File: src/hdl/ptt_pkg.sv
// shared types and constants of the periodic timer table
package ptt_pkg;

    localparam int TICK_W      = 32;
    localparam int ENTRY_W     = 2 * TICK_W;
    localparam int OP_W        = 3;
    localparam int ID_W        = 3;
    localparam int SLOT_W      = 3;
    localparam int MAX_REPORTS = 8;
    localparam int CNT_W       = $clog2(MAX_REPORTS + 1);

    localparam logic [TICK_W-1:0] TICK_MAX = 32'hFFFF_FFFF;

    localparam logic [OP_W-1:0] OP_ALLOC = 3'd0;
    localparam logic [OP_W-1:0] OP_FREE  = 3'd1;
    localparam logic [OP_W-1:0] OP_START = 3'd2;
    localparam logic [OP_W-1:0] OP_STOP  = 3'd3;
    localparam logic [OP_W-1:0] OP_QUERY = 3'd4;
    localparam logic [OP_W-1:0] OP_TICK  = 3'd5;

    typedef enum logic [1:0] {
        KIND_DONE   = 2'd0,
        KIND_REJECT = 2'd1,
        KIND_QUERY  = 2'd2,
        KIND_EXPIRY = 2'd3
    } kind_t;

    typedef struct packed {
        kind_t              kind;
        logic [SLOT_W-1:0]  slot;
        logic [TICK_W-1:0]  time_left;
        logic               running;
        logic               last;
    } resp_t;

endpackage

File: src/hdl/ptt_mem.sv
// timer entry memory: {period, remaining} per slot, one write and one registered read port
module ptt_mem #(
    parameter int NUM_TIMERS = 8,
    localparam int IDX_W = (NUM_TIMERS > 1) ? $clog2(NUM_TIMERS) : 1
) (
    input  logic                         clk,
    input  logic                         wr_en,
    input  logic [IDX_W-1:0]             wr_addr,
    input  logic [ptt_pkg::ENTRY_W-1:0]  wr_data,
    input  logic                         rd_en,
    input  logic [IDX_W-1:0]             rd_addr,
    output logic [ptt_pkg::ENTRY_W-1:0]  rd_data
);

    logic [ptt_pkg::ENTRY_W-1:0] mem [NUM_TIMERS];
    logic [ptt_pkg::ENTRY_W-1:0] rd_data_reg;

    always_ff @(posedge clk)
    begin
        if (wr_en)
        begin
            mem[wr_addr] <= wr_data;
        end
    end

    always_ff @(posedge clk)
    begin
        if (rd_en)
        begin
            rd_data_reg <= mem[rd_addr];
        end
    end

    assign rd_data = rd_data_reg;

endmodule

File: src/hdl/ptt_out.sv
// result output register with valid/stall handshake
module ptt_out (
    input  logic                        clk,
    input  logic                        rst_n,
    input  logic                        push_valid,
    input  ptt_pkg::resp_t              push_data,
    output logic                        free,
    output logic                        rsp_valid,
    input  logic                        rsp_stall,
    output logic [1:0]                  result_kind,
    output logic [ptt_pkg::SLOT_W-1:0]  slot,
    output logic [ptt_pkg::TICK_W-1:0]  time_left,
    output logic                        running,
    output logic                        last
);

    logic           valid_reg;
    logic           valid_next;
    ptt_pkg::resp_t data_reg;

    assign free = !valid_reg || !rsp_stall;

    always_comb
    begin
        valid_next = valid_reg;
        if (push_valid && free)
        begin
            valid_next = 1'b1;
        end
        else if (!rsp_stall)
        begin
            valid_next = 1'b0;
        end
    end

    always_ff @(posedge clk or negedge rst_n)
    begin
        if (!rst_n)
        begin
            valid_reg <= 1'b0;
        end
        else
        begin
            valid_reg <= valid_next;
        end
    end

    always_ff @(posedge clk)
    begin
        if (push_valid && free)
        begin
            data_reg <= push_data;
        end
    end

    assign rsp_valid   = valid_reg;
    assign result_kind = data_reg.kind;
    assign slot        = data_reg.slot;
    assign time_left   = data_reg.time_left;
    assign running     = data_reg.running;
    assign last        = data_reg.last;

endmodule

File: src/hdl/ptt_ctrl.sv
// command sequencer: decodes transactions, walks the timer memory, forms results
module ptt_ctrl #(
    parameter int NUM_TIMERS = 8,
    localparam int IDX_W = (NUM_TIMERS > 1) ? $clog2(NUM_TIMERS) : 1
) (
    input  logic                         clk,
    input  logic                         rst_n,
    input  logic                         cmd_valid,
    output logic                         cmd_stall,
    input  logic [ptt_pkg::OP_W-1:0]     operation,
    input  logic [ptt_pkg::ID_W-1:0]     timer_id,
    input  logic [ptt_pkg::TICK_W-1:0]   unit_ticks,
    input  logic [ptt_pkg::TICK_W-1:0]   duration,
    input  logic [ptt_pkg::TICK_W-1:0]   tick_now,
    output logic                         mem_wr_en,
    output logic [IDX_W-1:0]             mem_wr_addr,
    output logic [ptt_pkg::ENTRY_W-1:0]  mem_wr_data,
    output logic                         mem_rd_en,
    output logic [IDX_W-1:0]             mem_rd_addr,
    input  logic [ptt_pkg::ENTRY_W-1:0]  mem_rd_data,
    output logic                         push_valid,
    output ptt_pkg::resp_t               push_data,
    input  logic                         out_free
);

    typedef enum logic [8:0] {
        S_IDLE     = 9'b000000001,
        S_EXEC     = 9'b000000010,
        S_START    = 9'b000000100,
        S_ALLOC    = 9'b000001000,
        S_QREAD    = 9'b000010000,
        S_SCAN_RD  = 9'b000100000,
        S_SCAN_EV  = 9'b001000000,
        S_SCAN_END = 9'b010000000,
        S_RESP     = 9'b100000000
    } state_t;

    state_t                         state_reg, state_next;
    logic [ptt_pkg::OP_W-1:0]       op_reg;
    logic [ptt_pkg::ID_W-1:0]       id_reg;
    logic [ptt_pkg::TICK_W-1:0]     unit_reg;
    logic [ptt_pkg::TICK_W-1:0]     dur_reg;
    logic [ptt_pkg::TICK_W-1:0]     now_reg;
    logic [ptt_pkg::ENTRY_W-1:0]    prod_reg;
    logic [NUM_TIMERS-1:0]          used_reg, used_next;
    logic [NUM_TIMERS-1:0]          run_reg, run_next;
    logic                           base_valid_reg, base_valid_next;
    logic [ptt_pkg::TICK_W-1:0]     prev_tick_reg, prev_tick_next;
    logic [ptt_pkg::TICK_W-1:0]     elapsed_reg, elapsed_next;
    logic [IDX_W-1:0]               idx_reg, idx_next;
    logic [ptt_pkg::CNT_W-1:0]      n_reg, n_next;
    logic                           pend_valid_reg, pend_valid_next;
    logic [IDX_W-1:0]               pend_slot_reg, pend_slot_next;
    ptt_pkg::resp_t                 resp_reg, resp_next;

    logic                           cmd_accept;
    logic                           in_range;
    logic [IDX_W-1:0]               id_idx;
    logic                           idx_last;
    logic [ptt_pkg::TICK_W-1:0]     period_sat;
    logic [ptt_pkg::TICK_W-1:0]     rd_period;
    logic [ptt_pkg::TICK_W-1:0]     rd_remain;
    logic [ptt_pkg::TICK_W-1:0]     remain_sub;
    logic [ptt_pkg::TICK_W-1:0]     remain_new;
    logic                           expire;
    logic                           report;
    logic                           ev_blocked;

    assign cmd_stall  = (state_reg != S_IDLE);
    assign cmd_accept = cmd_valid && (state_reg == S_IDLE);

    assign in_range = (32'(id_reg) < 32'(NUM_TIMERS));
    assign id_idx   = IDX_W'(id_reg);
    assign idx_last = (idx_reg == IDX_W'(NUM_TIMERS - 1));

    // saturate the registered 64-bit product to 32 bits
    assign period_sat = (|prod_reg[ptt_pkg::ENTRY_W-1:ptt_pkg::TICK_W]) ?
                        ptt_pkg::TICK_MAX : prod_reg[ptt_pkg::TICK_W-1:0];

    assign rd_period  = mem_rd_data[ptt_pkg::ENTRY_W-1:ptt_pkg::TICK_W];
    assign rd_remain  = mem_rd_data[ptt_pkg::TICK_W-1:0];
    assign remain_sub = rd_remain - elapsed_reg;
    assign remain_new = (rd_remain >= elapsed_reg) ? remain_sub : '0;
    assign expire     = (remain_new == '0);
    assign report     = expire && (n_reg < ptt_pkg::CNT_W'(ptt_pkg::MAX_REPORTS));
    // a new expiry pushes the held one out first, so the output must have room
    assign ev_blocked = report && pend_valid_reg && !out_free;

    always_comb
    begin
        state_next      = state_reg;
        used_next       = used_reg;
        run_next        = run_reg;
        base_valid_next = base_valid_reg;
        prev_tick_next  = prev_tick_reg;
        elapsed_next    = elapsed_reg;
        idx_next        = idx_reg;
        n_next          = n_reg;
        pend_valid_next = pend_valid_reg;
        pend_slot_next  = pend_slot_reg;
        resp_next       = resp_reg;
        mem_wr_en       = 1'b0;
        mem_wr_addr     = id_idx;
        mem_wr_data     = '0;
        mem_rd_en       = 1'b0;
        mem_rd_addr     = id_idx;
        push_valid      = 1'b0;
        push_data       = resp_reg;

        case (state_reg)
            S_IDLE:
            begin
                if (cmd_valid)
                begin
                    state_next = S_EXEC;
                end
            end

            S_EXEC:
            begin
                state_next = S_RESP;
                resp_next  = '{kind: ptt_pkg::KIND_DONE, slot: '0, time_left: '0,
                               running: 1'b0, last: 1'b1};
                case (op_reg)
                    ptt_pkg::OP_ALLOC:
                    begin
                        idx_next   = '0;
                        state_next = S_ALLOC;
                    end
                    ptt_pkg::OP_FREE:
                    begin
                        if (in_range)
                        begin
                            used_next[id_idx] = 1'b0;
                            run_next[id_idx]  = 1'b0;
                            mem_wr_en         = 1'b1;
                        end
                        else
                        begin
                            resp_next.kind = ptt_pkg::KIND_REJECT;
                        end
                    end
                    ptt_pkg::OP_START:
                    begin
                        if (in_range && used_reg[id_idx])
                        begin
                            state_next = S_START;
                        end
                        else
                        begin
                            resp_next.kind = ptt_pkg::KIND_REJECT;
                        end
                    end
                    ptt_pkg::OP_STOP:
                    begin
                        if (in_range)
                        begin
                            run_next[id_idx] = 1'b0;
                            mem_wr_en        = 1'b1;
                        end
                        else
                        begin
                            resp_next.kind = ptt_pkg::KIND_REJECT;
                        end
                    end
                    ptt_pkg::OP_QUERY:
                    begin
                        if (in_range)
                        begin
                            mem_rd_en  = 1'b1;
                            state_next = S_QREAD;
                        end
                        else
                        begin
                            resp_next.kind = ptt_pkg::KIND_REJECT;
                        end
                    end
                    ptt_pkg::OP_TICK:
                    begin
                        prev_tick_next = now_reg;
                        if (!base_valid_reg)
                        begin
                            base_valid_next = 1'b1;
                        end
                        else
                        begin
                            elapsed_next    = now_reg - prev_tick_reg;
                            idx_next        = '0;
                            n_next          = '0;
                            pend_valid_next = 1'b0;
                            state_next      = S_SCAN_RD;
                        end
                    end
                    default:
                    begin
                        resp_next.kind = ptt_pkg::KIND_REJECT;
                    end
                endcase
            end

            S_START:
            begin
                mem_wr_en        = 1'b1;
                mem_wr_data      = {period_sat, period_sat};
                run_next[id_idx] = |period_sat;
                state_next       = S_RESP;
            end

            // lowest free slot, one slot per cycle
            S_ALLOC:
            begin
                if (!used_reg[idx_reg])
                begin
                    used_next[idx_reg] = 1'b1;
                    run_next[idx_reg]  = 1'b0;
                    mem_wr_en          = 1'b1;
                    mem_wr_addr        = idx_reg;
                    resp_next.slot     = ptt_pkg::SLOT_W'(idx_reg);
                    state_next         = S_RESP;
                end
                else if (idx_last)
                begin
                    resp_next.kind = ptt_pkg::KIND_REJECT;
                    state_next     = S_RESP;
                end
                else
                begin
                    idx_next = idx_reg + 1'b1;
                end
            end

            S_QREAD:
            begin
                resp_next.kind      = ptt_pkg::KIND_QUERY;
                resp_next.slot      = id_reg;
                resp_next.running   = run_reg[id_idx];
                resp_next.time_left = run_reg[id_idx] ? rd_remain : '0;
                state_next          = S_RESP;
            end

            S_SCAN_RD:
            begin
                if (run_reg[idx_reg])
                begin
                    mem_rd_en   = 1'b1;
                    mem_rd_addr = idx_reg;
                    state_next  = S_SCAN_EV;
                end
                else if (idx_last)
                begin
                    state_next = S_SCAN_END;
                end
                else
                begin
                    idx_next = idx_reg + 1'b1;
                end
            end

            S_SCAN_EV:
            begin
                if (!ev_blocked)
                begin
                    mem_wr_en   = 1'b1;
                    mem_wr_addr = idx_reg;
                    mem_wr_data = {rd_period, expire ? rd_period : remain_new};
                    if (report)
                    begin
                        // the held expiry is not the final one
                        if (pend_valid_reg)
                        begin
                            push_valid = 1'b1;
                            push_data  = '{kind: ptt_pkg::KIND_EXPIRY,
                                           slot: ptt_pkg::SLOT_W'(pend_slot_reg),
                                           time_left: '0, running: 1'b0, last: 1'b0};
                        end
                        pend_valid_next = 1'b1;
                        pend_slot_next  = idx_reg;
                        n_next          = n_reg + 1'b1;
                    end
                    if (idx_last)
                    begin
                        state_next = S_SCAN_END;
                    end
                    else
                    begin
                        idx_next   = idx_reg + 1'b1;
                        state_next = S_SCAN_RD;
                    end
                end
            end

            S_SCAN_END:
            begin
                if (out_free)
                begin
                    push_valid = 1'b1;
                    if (pend_valid_reg)
                    begin
                        push_data = '{kind: ptt_pkg::KIND_EXPIRY,
                                      slot: ptt_pkg::SLOT_W'(pend_slot_reg),
                                      time_left: '0, running: 1'b0, last: 1'b1};
                    end
                    else
                    begin
                        push_data = '{kind: ptt_pkg::KIND_DONE, slot: '0, time_left: '0,
                                      running: 1'b0, last: 1'b1};
                    end
                    state_next = S_IDLE;
                end
            end

            S_RESP:
            begin
                if (out_free)
                begin
                    push_valid = 1'b1;
                    push_data  = resp_reg;
                    state_next = S_IDLE;
                end
            end

            default:
            begin
                state_next = S_IDLE;
            end
        endcase
    end

    always_ff @(posedge clk or negedge rst_n)
    begin
        if (!rst_n)
        begin
            state_reg      <= S_IDLE;
            used_reg       <= '0;
            run_reg        <= '0;
            base_valid_reg <= 1'b0;
            prev_tick_reg  <= '0;
            idx_reg        <= '0;
            n_reg          <= '0;
            pend_valid_reg <= 1'b0;
        end
        else
        begin
            state_reg      <= state_next;
            used_reg       <= used_next;
            run_reg        <= run_next;
            base_valid_reg <= base_valid_next;
            prev_tick_reg  <= prev_tick_next;
            idx_reg        <= idx_next;
            n_reg          <= n_next;
            pend_valid_reg <= pend_valid_next;
        end
    end

    always_ff @(posedge clk)
    begin
        if (cmd_accept)
        begin
            op_reg   <= operation;
            id_reg   <= timer_id;
            unit_reg <= unit_ticks;
            dur_reg  <= duration;
            now_reg  <= tick_now;
        end
        if (state_reg == S_EXEC)
        begin
            prod_reg <= ptt_pkg::ENTRY_W'(unit_reg) * ptt_pkg::ENTRY_W'(dur_reg);
        end
        elapsed_reg   <= elapsed_next;
        pend_slot_reg <= pend_slot_next;
        resp_reg      <= resp_next;
    end

endmodule

File: src/hdl/periodic_timer_table.sv
// top level of the periodic timer table
//
// Commands enter on the cmd channel (cmd_valid / cmd_stall) with fields
// operation, timer_id, unit_ticks, duration and tick_now. Results leave on
// the rsp channel (rsp_valid / rsp_stall); the final result of a command has
// last set. One command is handled at a time: cmd_stall is high from the
// cycle after a transaction until its final result is in the output register.
// From command transaction to result on rsp: free, stop and rejects go
// straight from S_EXEC to the response; start adds a multiplier stage and
// query a memory read; allocate searches upward from the lowest slot. A
// tick walks the timer memory one slot per cycle; a running slot also gets
// a read-modify-write in S_SCAN_EV, which can wait there on the output.
// After reset all slots are free, no timer runs and the first tick only
// records its baseline; the memory needs no clearing pass since a slot's
// entry is written on allocation. A stalled result stays in the output
// register; further expiries of a tick then wait in place until it drains.
module periodic_timer_table #(
    parameter int NUM_TIMERS = 8
) (
    input  logic         clk,
    input  logic         rst_n,
    input  logic         cmd_valid,
    output logic         cmd_stall,
    input  logic [2:0]   operation,
    input  logic [2:0]   timer_id,
    input  logic [31:0]  unit_ticks,
    input  logic [31:0]  duration,
    input  logic [31:0]  tick_now,
    output logic         rsp_valid,
    input  logic         rsp_stall,
    output logic [1:0]   result_kind,
    output logic [2:0]   slot,
    output logic [31:0]  time_left,
    output logic         running,
    output logic         last
);

    localparam int IDX_W = (NUM_TIMERS > 1) ? $clog2(NUM_TIMERS) : 1;

    logic                         mem_wr_en;
    logic [IDX_W-1:0]             mem_wr_addr;
    logic [ptt_pkg::ENTRY_W-1:0]  mem_wr_data;
    logic                         mem_rd_en;
    logic [IDX_W-1:0]             mem_rd_addr;
    logic [ptt_pkg::ENTRY_W-1:0]  mem_rd_data;
    logic                         push_valid;
    ptt_pkg::resp_t               push_data;
    logic                         out_free;

    ptt_ctrl #(
        .NUM_TIMERS (NUM_TIMERS)
    ) u_ctrl (
        .clk         (clk),
        .rst_n       (rst_n),
        .cmd_valid   (cmd_valid),
        .cmd_stall   (cmd_stall),
        .operation   (operation),
        .timer_id    (timer_id),
        .unit_ticks  (unit_ticks),
        .duration    (duration),
        .tick_now    (tick_now),
        .mem_wr_en   (mem_wr_en),
        .mem_wr_addr (mem_wr_addr),
        .mem_wr_data (mem_wr_data),
        .mem_rd_en   (mem_rd_en),
        .mem_rd_addr (mem_rd_addr),
        .mem_rd_data (mem_rd_data),
        .push_valid  (push_valid),
        .push_data   (push_data),
        .out_free    (out_free)
    );

    ptt_mem #(
        .NUM_TIMERS (NUM_TIMERS)
    ) u_mem (
        .clk     (clk),
        .wr_en   (mem_wr_en),
        .wr_addr (mem_wr_addr),
        .wr_data (mem_wr_data),
        .rd_en   (mem_rd_en),
        .rd_addr (mem_rd_addr),
        .rd_data (mem_rd_data)
    );

    ptt_out u_out (
        .clk         (clk),
        .rst_n       (rst_n),
        .push_valid  (push_valid),
        .push_data   (push_data),
        .free        (out_free),
        .rsp_valid   (rsp_valid),
        .rsp_stall   (rsp_stall),
        .result_kind (result_kind),
        .slot        (slot),
        .time_left   (time_left),
        .running     (running),
        .last        (last)
    );

endmodule

File: config.mk
export PLATFORM = sky130hd
export DESIGN_NAME = periodic_timer_table
export DESIGN_NICKNAME = d
export VERILOG_FILES = /design/src/hdl/ptt_pkg.sv /design/src/hdl/ptt_mem.sv /design/src/hdl/ptt_out.sv /design/src/hdl/ptt_ctrl.sv /design/src/hdl/periodic_timer_table.sv
export SDC_FILE = /design/constraint.sdc
export NUM_CORES = 2
export LEC_CHECK = 0
export ABC_AREA = 1
export BUFFER_PORTS_ARGS = -buffer_cell sky130_fd_sc_hd__buf_2
export CAP_MARGIN = 20
export CORE_UTILIZATION = 55
export DETAILED_ROUTE_END_ITERATION = 16
export PLACE_DENSITY = 0.71
export SLEW_MARGIN = 20
export SYNTH_ARGS = -nofsm -noshare
export SYNTH_HDL_FRONTEND = slang
export SYNTH_HIERARCHICAL = 1
export SYNTH_SLANG_ARGS = --single-unit
File: constraint.sdc
create_clock -name clk -period 21.2 [get_ports clk]
set_input_delay 4.24 -clock clk [delete_from_list [all_inputs] [get_ports clk]]
set_output_delay 4.24 -clock clk [all_outputs]
set_load 0.01 [all_outputs]
# --- Word level (Yosys, flattened, before mapping) ---
# Memories as Yosys holds them, arrays and structs flattened. A register that Yosys moved wholly into a read port is not among the register bits.
# Index checks and enable logic that the tools add are counted.
word_totals:
  ff_bits: 345
  ramBits: 512
  n_memories: 1
memory_table:
  columns: ["memory", "depth", "word_bits", "read_ports", "rd_ports_with_merged_regs", "write_ports", "line_no", "rtl"]
  rows:
  - ["u_mem.mem", 8, 64, 1, 1, 1, "ptt_mem.sv:15", "logic [ptt_pkg::ENTRY_W-1:0] mem [NUM_TIMERS];"]
op_classes:
  addsub: 4
  multipliers: 1
  magnitude_cmp: 6
  n_eq_ne: 33
  muxes: 88
  bitwise_logic: 7
  reduce_logical: 35
op_table:
  columns: ["operator", "count"]
  rows:
  - ["39-bit two-way mux", 5]
  - ["32-bit two-way mux", 4]
  - ["64-bit one-hot mux with 2 select lines", 1]
  - ["9-bit two-way mux", 9]
  - ["39-bit one-hot mux with 2 select lines", 1]
  - ["33-bit one-hot mux with 2 select lines", 1]
  - ["32-bit by 32-bit multiplier with 64-bit output", 1]
  - ["64-bit two-way mux", 1]
  - ["32-bit OR reduction", 2]
  - ["32-bit subtractor", 2]
  - ["9-bit one-hot mux with 7 select lines", 1]
  - ["8-bit two-way mux", 5]
  - ["9-bit one-hot mux with 4 select lines", 1]
  - ["32-bit greater-or-equal comparator", 1]
  - ["32-bit zero test", 1]
  - ["3-bit two-way mux", 10]
  - ["8-bit bitwise AND", 3]
  - ["1-bit two-way mux", 24]
  - ["8-bit one-hot mux with 3 select lines", 1]
  - ["4-bit two-way mux", 4]
  - ["8-bit inverter", 2]
  - ["8-bit one-hot mux with 2 select lines", 1]
  - ["5-bit one-hot mux with 3 select lines", 1]
  - ["3-bit AND reduction", 5]
  - ["47 further kinds", 87]

# --- Logic depth before layout (Yosys ltp) ---
depth:
  word_depth: 10
  depth_mapped: 31

# --- By module ---
# The synthesis kept the hierarchy.
modules_own_cells:
  columns: ["mod", "n_inst", "cells_each", "area_each_um2", "seq_area_each_um2"]
  rows:
  - ["ptt_ctrl", 1, 6439, 51413.1, 8829.7]
  - ["ptt_mem", 1, 2294, 24298.3, 17296.6]
  - ["ptt_out", 1, 44, 1212.4, 1196.1]

# --- Least setup slack after synthesis ---
# Ideal clock, no wire load.
synth_timing:
  path_kind: "input port to flip-flop"
  start: "input rsp_stall"
  end: "register u_ctrl/dur_reg[0] (netlist name), enable pin"
  t_arrival_ns: 9.099
  required_ns: 20.636
  path_slack_ns: 11.537
  path_stages: 5
  n_path_buf: 0
  path_cell_list: "nand2_1 o22ai_1 a21oi_1 nand2_2 nor2_1"
synth_lines:
  columns: ["element", "line_no", "rtl"]
  rows:
  - ["start: declaration", "periodic_timer_table.sv:30", "input logic rsp_stall,"]
  - ["end signal: assignment", "ptt_ctrl.sv:362", "dur_reg <= duration;"]
  - ["end: declaration", "ptt_ctrl.sv:42", "logic [ptt_pkg::TICK_W-1:0] dur_reg;"]

# --- Final worst setup path ---
layout_timing:
  start: "register u_ctrl/unit_reg[15] (netlist name)"
  end: "register u_ctrl/prod_reg[57] (netlist name) (data pin)"
layout_via:
  elab_chain_len: 1
layout_rtl:
  columns: ["element", "line_no", "rtl"]
  rows:
  - ["start: declaration", "ptt_ctrl.sv:41", "logic [ptt_pkg::TICK_W-1:0] unit_reg;"]
  - ["start signal: assignment", "ptt_ctrl.sv:361", "unit_reg <= unit_ticks;"]
  - ["32-bit by 32-bit multiplier with 64-bit output", "ptt_ctrl.sv:367", "prod_reg <= ptt_pkg::ENTRY_W'(unit_reg) * ptt_pkg::ENTRY_W'(dur_reg);"]
  - ["end signal: assignment", "ptt_ctrl.sv:367", null]
  - ["end: declaration", "ptt_ctrl.sv:44", "logic [ptt_pkg::ENTRY_W-1:0] prod_reg;"]
# Every way passes these cells.
# A chain may end at the register's enable or synchronous reset.

==> metrics <==
nets=roughly 10000; crit path DAT=8.38 ns; Setup Viol. Count Final=0; CP startpoint kind=register; Die W=376 um; Initial Utilization=between 50% and 60%; clk_lat worst skew=0.73 ns; die footprint=~0.14 sq mm; worst-path maximum fanout=32; worst rel slew slack=20.8%; synthesized cell area=0.0769 sq mm; final hold violation count=0; Max Slew Vio Count=0; Synth Net Count=10100; Yosys top cell area share=roughly 33%; Top Ports=147; Synth async-reset ratio=7.27%; Final min period=7.95 ns; hold_buf cts=0; first-pass GRT wire length=320 mm; initial antenna violation count=0; crit share post-route=37.5%; DR vias/cell=5.27; DR WL met2=102 mm; CTS tree=yes; Synth Register Bits=921; DRC=0; Yosys warning total=6; Synth Instances=8777; nature of the critical path endpoint=register; Hold/Removal Path Class=reg2reg; routed length on met1=76.4 mm; RD Place Congestion=between 0.9 and 1; ys flop type=edfxtp_1; Via Count=56500; Worst-Margin Slew=between 1 and 1.5 ns; most frequent cells in the layout=2453 x nand2_1, 2415 x inv_1, 898 x fa_1; max_cap viols=0; Root Driver=clkbuf_16; GRT Overall Usage=29.3%; CP required=21.63 ns; commonest non-fill, non-tap cell in the layout=nand2_1; die height=376 um; CP Class=reg2reg; 1st-pass router iterations=7; Clock Tree Buf Depth=3; Cell variety after synth=56; Area contributors post-synth=edfxtp_1 33%, fa_1 23%, nand2_1 12%; grt ovf=0; max layer used=met4; H-tree depth=3; Iter 0 DRT Violations=4846; sequential cell area fraction in the yosys report=35.5%; number of flip-flops in the largest register=approximately 510; maximum clock rate=126 MHz; Routed WL per cell=between 15 and 20 um; setup bufs post-CTS=0; clock slew at reported path FFs=0.07 ns; ANT nets after route=0; unrepaired setup endpoints after global routing=false; TritonCTS sink count=921; skew final=0.0858 ns; Cell Rows=136; detailed-placement wirelength estimate=about 150 mm; Avg Inst Size Synth=8.76 sq um; post-synth top area cell=edfxtp_1; cts bufs inserted=96; Sum Neg Setup Slack=0 ns; status=finished clean; Area Overhead vs Synth=7.20%; final wirelength=203 mm; Post-synth EDFFs=854; largest net degree at the start of global routing=99; Post-CTS Resized=0; vias in the first global route=between 50000 and 60000; met3 wire len=14.8 mm; core area=about 0.14 sq mm; I/O Buffers=146; n_diodes=0; share of layout cells above drive strength 1=5.12%
path summary, 6_finish.rpt:
path                                      from                       end  slack, ns  depth (start not counted)
max                        u_ctrl/unit_reg[15]       u_ctrl/prod_reg[57]      13.25                         27
min                           u_ctrl/op_reg[0]       u_ctrl/state_reg[2]       0.47                          1
max reg2reg                u_ctrl/unit_reg[15]       u_ctrl/prod_reg[57]      13.25                         27
min reg2reg                   u_ctrl/op_reg[0]       u_ctrl/state_reg[2]       0.47                          1
max in group asynchronous                rst_n         u_ctrl/run_reg[7]      16.73                          2
min in group asynchronous                rst_n  u_ctrl/prev_tick_reg[27]       3.73                          2
layout make-up:
type	instances	area (sq um)
timing repair buffer	250	1520
fill	12000	55700
multi-input combinational	5101	39100
sequential	921	27300
inverter	2423	9100
clock inverter	44	484
clock buffer	129	2620
tap	1863	2330
per-layer routing:
layer / GRT usage (%) / vias to the layer above
met2: 51.6 / 2369
met1: 35.8 / 27500
li1: - / 26100
met5: 0 / -
met3: 4.07 / 574
met4: 13.0 / 0
cells in the mapped netlist, drive strengths merged (8+ instances only):
cell and instances:
o21bai 14, inv 2421, nor4 24, ha 329, xnor2 43, a22oi 10
nor3 30, nand2 2467, clkbuf 226, o21ai 217, nand4 34, a31oi 21
nor2 323, o21a 19, a21oi 190, dfrtp 66, nand3b 9, xor2 62
a211oi 9, buf 106, o22ai 11, o211ai 10, fa 898, a21boi 8
edfxtp 854, nand3 341
worst max-delay path: stages, from the launching register on:
cell	delay [ns]
edfxtp_1	0.32
buf_4	0.44
nand2_1	0.11
inv_1	0.10
fa_1	0.44
fa_1	0.54
inv_1	0.05
fa_1	0.55
fa_1	0.47
fa_1	0.55
inv_1	0.05
fa_1	0.44
fa_1	0.51
fa_1	0.42
ha_1	0.45
nand2_1	0.13
nor2_1	0.21
nand2_1	0.09
o21ai_0	0.17
a21oi_1	0.10
o21ai_0	0.58
nand4_1	0.17
nand2_1	0.16
nand2_1	0.06
nand2_1	0.14
inv_1	0.05
o21ai_0	0.19
xor2_1	0.10
kinds of logic (layout without fill, tap and decap cells):
logic type	count (synthesis)	after routing	synth area share (%)
mux	1	1	0.0146
flops	921	921	35.5
simple gates	3244	3244	16.9
xor+xnor	105	105	1.20
fa+ha+maj	1227	1227	28.7
compound gates	524	524	3.79
buf+inv	2755	2846	13.8
stage by stage:
stage / hold WS (ns) / cell area [sq um] / utilization (%) / std cells / setup slack [ns]
6_report: 0.469 / 82500 / 59.7 / 10700 / 13.25
5_1_grt: 0.475 / 82500 / 59.7 / 10700 / 12.83
4_1_cts: 0.473 / 82400 / 59.7 / 10700 / 13.23
3_5_place_dp: 0.463 / 79300 / 57.4 / 10600 / 13.34
3_3_place_gp: 0.464 / 79300 / 57.4 / 10600 / 13.39
2_1_floorplan: 0.437 / 76900 / - / 8777 / 11.54
Power is not shown: default switching activity piles up to over one toggle a cycle in this logic, so the estimate is an artifact.
